--- config.mk ---
export PLATFORM = sky130hd
export DESIGN_NAME = spnc_norm
export DESIGN_NICKNAME = d
export VERILOG_FILES = /design/src/design/spnc_pkg.sv /design/src/design/spnc_norm.sv
export SDC_FILE = /design/constraint.sdc
export NUM_CORES = 2
export LEC_CHECK = 0
export BUFFER_PORTS_ARGS = -buffer_cell sky130_fd_sc_hd__buf_4
export CAP_MARGIN = 20
export CORE_UTILIZATION = 60
export CTS_BUF_LIST = sky130_fd_sc_hd__clkbuf_8 sky130_fd_sc_hd__clkbuf_16
export DETAILED_ROUTE_END_ITERATION = 8
export MAX_ROUTING_LAYER = met4
export PLACE_DENSITY = 0.85
export SYNTH_ARGS = -nofsm -noshare
export SYNTH_HDL_FRONTEND = slang
export SYNTH_SLANG_ARGS = --single-unit
--- constraint.sdc ---
create_clock -name clk_i -period 8 [get_ports clk_i]
set_clock_uncertainty 0.2 [all_clocks]
set_input_delay 1.6 -clock clk_i [delete_from_list [all_inputs] [get_ports clk_i]]
set_output_delay 1.6 -clock clk_i [all_outputs]
set_load 0.03 [all_outputs]
--- src/design/spnc_pkg.sv ---
// shared types and constants of the scan point normal classifier
package spnc_pkg;

  localparam int VW = 18;

  localparam logic CMD_STORE    = 1'b0;
  localparam logic CMD_CLASSIFY = 1'b1;

  localparam logic [1:0] CLS_LINE     = 2'd0;
  localparam logic [1:0] CLS_CORNER   = 2'd1;
  localparam logic [1:0] CLS_ISOLATED = 2'd2;

  localparam logic [1:0] REG_MIN_DIST = 2'd0;
  localparam logic [1:0] REG_MAX_DIST = 2'd1;
  localparam logic [1:0] REG_COS_THR  = 2'd2;
  localparam logic [1:0] REG_INVALID  = 2'd3;

  localparam logic [15:0] MIN_DIST_RST = 16'd25;
  localparam logic [15:0] MAX_DIST_RST = 16'd1000;
  localparam logic [14:0] COS_THR_RST  = 15'd7094;
  localparam logic [15:0] INVALID_RST  = 16'h8000;

  localparam logic [15:0] UNIT_ONE = 16'd16384;

  typedef enum logic [3:0] {
    ST_IDLE,
    ST_LIMITS,
    ST_WT_P,
    ST_NB_CHK,
    ST_NB_DIFF,
    ST_NB_SQ,
    ST_NB_CMP,
    ST_NORM_WT,
    ST_SIDE_END,
    ST_COMB_MUL,
    ST_COMB_DOT,
    ST_SUM_WT,
    ST_OUT
  } spnc_state_e;

  typedef enum logic [2:0] {
    NM_IDLE,
    NM_SQ,
    NM_SUM,
    NM_SQRT,
    NM_DINIT,
    NM_DIV,
    NM_DONE
  } spnc_norm_state_e;

  typedef struct packed {
    logic                 start;
    logic signed [VW-1:0] vx;
    logic signed [VW-1:0] vy;
  } spnc_norm_req_t;

  typedef struct packed {
    logic               done;
    logic signed [15:0] nx;
    logic signed [15:0] ny;
  } spnc_norm_rsp_t;

endpackage

--- src/design/spnc_norm.sv ---
// vector normaliser: squares, bit-serial square root, shared restoring divider
module spnc_norm (
  input  logic                    clk_i,
  input  logic                    rst_ni,
  input  spnc_pkg::spnc_norm_req_t req_i,
  output spnc_pkg::spnc_norm_rsp_t rsp_o
);
  import spnc_pkg::*;

  localparam int SW = 2 * VW + 16;
  localparam int LW = SW / 2;
  localparam int RW = VW + 24;

  spnc_norm_state_e state_q, state_d;

  logic signed [VW-1:0]   vx_q, vy_q;
  logic [2*VW-1:0]        sqx_q, sqy_q;
  logic [SW-1:0]          rem_q, res_q, bit_q;
  logic [LW-1:0]          len_q;
  logic [RW-1:0]          r_q, dsh_q;
  logic [15:0]            quo_q;
  logic [3:0]             step_q;
  logic                   comp_q;
  logic signed [15:0]     nx_q, ny_q;
  logic                   done_q;

  logic signed [2*VW-1:0] prod_x, prod_y;
  logic [2*VW-1:0]        s2;
  logic [SW-1:0]          trial;
  logic [SW-1:0]          res_next;
  logic signed [VW-1:0]   cv;
  logic [VW-1:0]          mag;
  logic [15:0]            quo_next;
  logic [15:0]            quo_sat;
  logic signed [15:0]     comp_val;

  assign prod_x   = vx_q * vx_q;
  assign prod_y   = vy_q * vy_q;
  assign s2       = sqx_q + sqy_q;
  assign trial    = res_q + bit_q;
  assign res_next = (rem_q >= trial) ? ((res_q >> 1) + bit_q) : (res_q >> 1);
  assign cv       = comp_q ? vy_q : vx_q;
  assign mag      = cv[VW-1] ? VW'(-cv) : VW'(cv);
  assign quo_next = {quo_q[14:0], (r_q >= dsh_q)};
  assign quo_sat  = (quo_next > UNIT_ONE) ? UNIT_ONE : quo_next;
  assign comp_val = cv[VW-1] ? -$signed(quo_sat) : $signed(quo_sat);

  always_comb begin
    state_d = state_q;
    case (state_q)
      NM_IDLE:  if (req_i.start) state_d = NM_SQ;
      NM_SQ:    state_d = NM_SUM;
      NM_SUM:   state_d = NM_SQRT;
      NM_SQRT:  if (bit_q == SW'(1)) state_d = NM_DINIT;
      NM_DINIT: state_d = NM_DIV;
      NM_DIV: begin
        if (step_q == 4'd15) begin
          state_d = comp_q ? NM_DONE : NM_DINIT;
        end
      end
      NM_DONE:  state_d = NM_IDLE;
      default:  state_d = NM_IDLE;
    endcase
  end

  always_ff @(posedge clk_i or negedge rst_ni) begin
    if (!rst_ni) begin
      state_q <= NM_IDLE;
      done_q  <= 1'b0;
    end else begin
      state_q <= state_d;
      done_q  <= (state_q == NM_DIV) && (step_q == 4'd15) && comp_q;
    end
  end

  always_ff @(posedge clk_i) begin
    case (state_q)
      NM_IDLE: begin
        vx_q <= req_i.vx;
        vy_q <= req_i.vy;
      end
      NM_SQ: begin
        sqx_q <= prod_x;
        sqy_q <= prod_y;
      end
      NM_SUM: begin
        rem_q <= {s2, 16'd0};
        res_q <= '0;
        bit_q <= SW'(1) << (SW - 2);
      end
      NM_SQRT: begin
        if (rem_q >= trial) begin
          rem_q <= rem_q - trial;
        end
        res_q  <= res_next;
        bit_q  <= bit_q >> 2;
        comp_q <= 1'b0;
        len_q  <= res_next[LW-1:0];
      end
      NM_DINIT: begin
        r_q    <= RW'({mag, 22'd0}) + RW'(len_q >> 1);
        dsh_q  <= RW'(len_q) << 15;
        quo_q  <= '0;
        step_q <= '0;
      end
      NM_DIV: begin
        if (r_q >= dsh_q) begin
          r_q <= r_q - dsh_q;
        end
        dsh_q  <= dsh_q >> 1;
        quo_q  <= quo_next;
        step_q <= step_q + 4'd1;
        if (step_q == 4'd15) begin
          if (comp_q) begin
            ny_q <= comp_val;
          end else begin
            nx_q <= comp_val;
          end
          comp_q <= 1'b1;
        end
      end
      default: ;
    endcase
  end

  assign rsp_o.done = done_q;
  assign rsp_o.nx   = nx_q;
  assign rsp_o.ny   = ny_q;

endmodule
# After elaboration in Yosys (flattened, before gate mapping)
# Cells that the tools add are included.
# W data, S select, Z words.
# op_classes
n_reduce_logical	12
magnitude_cmp	3
multipliers	2
n_bitwise	1
n_eq_ne	12
muxes	21
div_mod_pow	0
n_addsub	9
n_shift	0
# op_table
op	count
$pmux W52 S2	3
$pmux W42 S2	2
$mux W52	2
$mul A18 B18 Y36	2
$add A51 B52 Y52	1
$add A52 B52 Y52	1
$eq A52 B1 Y1 const B	1
$ge A52 B52 Y1	1
$sub A52 B52 Y52	1
$ge A42 B42 Y1	1
$mux W42	1
$sub A42 B42 Y42	1
$add A40 B25 Y41	1
$add A36 B36 Y36	1
$mux W18	2
$mux W16	2
$pmux W15 S2	1
$neg A18 Y18	1
$pmux W3 S6	1
$gt A16 B15 Y1 const B	1
$neg A16 Y16	1
$ne A2 B2 Y1 const B	5
$mux W3	3
$reduce_and A3 Y1	3
other kinds (14)	21
# word_totals
latch_bits	0
input_bits	39
ramBits	0
romBits	0
n_memories	0
regBits	430

# Longest topological paths before layout
# depth
ltp_word	5
depth_mapped	28
depth_no_buf	26

# Worst setup path before layout
# No wires, ideal clock.
# synth_path
path_kind	register to register
start	reg res_q[14]
end	reg rem_q[0] (enable)
path_stages_with_launch	23
arrival_time_ns	8.183
slack_ns	-0.925
n_path_buf	3
cell_sequence	edfxtp_1 ha_1 clkbuf_1 nand2_1 nor3_1 nand3_1 o21ba_2 o21ai_1 a31oi_1 o21ai_1 a21oi_1 o31ai_1 a31oi_1 xor2_1 ha_1 and2_1 nand3_1 nor4_1 o21ai_1 a22o_1 buf_2 buf_2 a21boi_0
# synth_via
elab_chain_cells	4
# synth_rtl
element	line_no	source
start: declaration	spnc_norm.sv:18	logic [SW-1:0] rem_q, res_q, bit_q;
start signal: assignment	spnc_norm.sv:95	res_q <= res_next;
$add A52 B52 Y52	spnc_norm.sv:40	assign trial = res_q + bit_q;
$ge A52 B52 Y1	spnc_norm.sv:92	if (rem_q >= trial) begin
$ne A2 B2 Y1 (no line)	n/a	
$reduce_and A2 Y1 (no line)	n/a	
end signal: assignment	spnc_norm.sv:87	rem_q <= {s2, 16'd0};
end signal: assignment	spnc_norm.sv:93	rem_q <= rem_q - trial;
end: declaration	spnc_norm.sv:18	
# No other way between the ends.
# A chain may end at the register's enable or synchronous reset.

# Worst setup path in the final report
# layout_path
start	reg vx_q[5]
end	reg sqx_q[34], data pin
# layout_via
elab_chain_cells	1
# layout_rtl
element	line_no	source
start: declaration	spnc_norm.sv:16	logic signed [VW-1:0] vx_q, vy_q;
start signal: assignment	spnc_norm.sv:79	vx_q <= req_i.vx;
$mul A18 B18 Y36	spnc_norm.sv:37	assign prod_x = vx_q * vx_q;
net prod_x[34]	spnc_norm.sv:27	logic signed [2*VW-1:0] prod_x, prod_y;
end signal: assignment	spnc_norm.sv:83	sqx_q <= prod_x;
end: declaration	spnc_norm.sv:17	logic [2*VW-1:0] sqx_q, sqy_q;
# The timed path passes the listed nets, and every way through them passes these cells.

==> impl_metrics.ini <==
[cts]
cts_root_buf = clkbuf_16
cts_resized = 0
cts_buffers = 47
clk_pin_slew_worst_paths_ps = 70
h-tree-depth = 2
cts_setup_buffers = 0
cts_num_sinks = 401
clock_latency_ps = 620
cts_tree = done
clockBufferDepth = 3
ctsHoldBuffers = 0

[synth]
synthesis.area_sq_um = 47200
synth_seq_area_share_pct = 25.5
ys.flop_type = edfxtp_1
ys_warn_count = 0
synth_area_leader_cell = edfxtp_1
syn-num-nets = 5916
synth_edf_count = 397
synth-seq-cells = 401
syn_avg_cell_area_sq_um = 9.65
synth_top_area_share_pct = 25.3
synth_cell_types = 86
yosys-top-cells-area = edfxtp_1, fa_1, ha_1
ys_async_sr_fraction_pct = 0.998
syn_inst = 4887

[global_routing]
gr-usage-all-layers_pct = 30.6
grt_pass1_wl_mm = 186
first_global_vias = 36600
grt_max_degree = 79
antenna_found_initial = 0
gr-total-overflow = 0

[layout]
diodes = 0
area_growth_pct = 7.25
finalNonFillerCells = 5988
drive_above_1_share_pct = 5.74
final_common_cell = inv_1
fillers = 5890
nNetsFinal = 5938
seqCellArea_sq_um = 12000
multiInputGateArea_sq_um = 31300
final_cell_mix = inv_1, fa_1, nand2_1, edfxtp_1, ha_1

[worst_hold_path]
holdPathEnd = dsh_q[2]
hold_class = flip-flop to flip-flop
hp-start = dsh_q[3]
holdPathStages = 2

[sta]
setup_ws_ps = 398
setup_viol = 0
min_period_ps = 7600
tightestPinTransition_ps = 987
relSlewSlack_pct = 33.5
hold_violations = 0
max_freq_mhz = 132
finalCritPeriodShare_pct = 95.0
drv_slew = 0
rsz0062_at_grt = no

[die]
die_area_sq_um = 79800
initial_core_util_pct = 60.8
core_area_sq_um = 77600
rows = 102
pin_count = 72
dieWidth_microns = 282
chipHeight_microns = 282

[critical_path]
path_delay_family = adder cells
cp_common_cell = fa_1
cp_slowest_cell = o311ai_1
cpPeakStageDelay_ps = 580
worst_r2r_endpoint = sqx_q[34]
crit_arrival_ps = 7740
critPathCaptureType = flip-flop
start_kind = flip-flop
reg2reg_slack_ps = 400
critPathBufInv = 4
worstReg2RegStart = vx_q[5]
crit_required_ps = 8140
cp_cell_sequence = and2_1, fa_1, fa_1, inv_1, fa_1, fa_1, inv_1, fa_1, inv_1, fa_1, inv_1, ha_1, and3_1, a221oi_1, o21ai_0, o311ai_1, a31oi_1, a21oi_1, o21ai_1, and2_1, o41ai_1, o21ai_0, xor2_1
crit_type = flip-flop to flip-flop
path_max_fanout = 10
worstRegToRegCells = 23

[drt]
dr.pass1.iters = 6
drc = 0
ant_nets = 0
vias = 35300
wl_per_cell_microns = 19.4
vias_per_cell = 5.89
drtIter0Drc = 3123
routed_wirelength_mm = 116

[placement]
port_buffers = 71
dp_hpwl_mm = 91.5
dpl.cell_count = 5899
detailedPlace.worstSlack_ps = 483
place_congestion = 0.959

[flow_run]
cap_violations = 0

[outcome]
status = completed
worst max path at each step:
stage                  start         to  slack (ps)  cells past startpoint
floorplan           res_q[4]   rem_q[0]        -470                     21
global placement     vx_q[5]  sqx_q[34]         680                     23
detailed placement   vx_q[5]  sqx_q[34]         480                     23
CTS                  vx_q[5]  sqx_q[34]         440                     23
global route         vx_q[5]  sqx_q[34]          20                     23
finish               vx_q[5]  sqx_q[34]         400                     23
layout make-up:
| type | count | share of cell area, % |
|---|---|---|
| Sequential cell | 401 | 23.8 |
| Clock buffer | 47 | 2.32 |
| Inverter | 912 | 6.77 |
| Timing Repair Buffer | 127 | 1.92 |
| Clock inverter | 41 | 0.801 |
| Multi-Input combinational cell | 3420 | 61.9 |
| Tap cell | 1040 | 2.57 |
routing by layer:
metal	GRT usage (%)	part of all wire, %
met2	51.2	50
met3	3.94	7.5
met5	-	0
met4	12.1	4.5
met1	37.8	38
flip-flops by register name, indices dropped and copies added (netlist names):
| name | cells |
|---|---|
| sqy_q | 35 |
| quo_q | 15 |
| state_q | 3 |
| rem_q | 52 |
| vx_q | 18 |
| sqx_q | 35 |
| res_q | 52 |
| vy_q | 18 |
| nx_q | 16 |
| step_q | 4 |
| r_q | 42 |
| bit_q | 26 |
| comp_q | 1 |
| len_q | 26 |
| ny_q | 16 |
| dsh_q | 41 |
| done_q | 1 |
synth_stat cells, drive strengths merged, types with 99 or more instances:
cell type  instances
inv              911
fa               590
nand2            471
ha               400
edfxtp           397
nor2             288
o21ai            232
a21oi            211
xnor2            188
xor2             152
and2             137
clkbuf           134
a21o              99
through the flow:
| stage | setup TNS (ps) | util, % | hold WS (ps) | instance area, sq um |
|---|---|---|---|---|
| after floorplan | -24380 | - | 271 | 47300 |
| after global placement | 0 | 63.1 | 344 | 49000 |
| after detailed placement | 0 | 63.1 | 358 | 49000 |
| after CTS | 0 | 65.2 | 370 | 50600 |
| after global routing | 0 | 65.2 | 406 | 50600 |
| final | 0 | 65.2 | 364 | 50600 |
cell families after synthesis:
logic type	Yosys count	share of synthesized area, %
muxes	26	0.589
and+or+nand+nor	1220	12.1
xor gates and xnor gates	340	6.33
adders and majority gates	990	35.6
DFF	401	25.5
buffers and inverters	1066	8.55
AOI/OAI and AO/OA	844	11.3
tightest hold or removal path: stages, from the launching register on:
cell      delay [ps]
edfxtp_1         320
inv_1             50
nor2_1            90
Power is not shown: default switching activity piles up to over one toggle a cycle in this logic, so the estimate is an artifact.
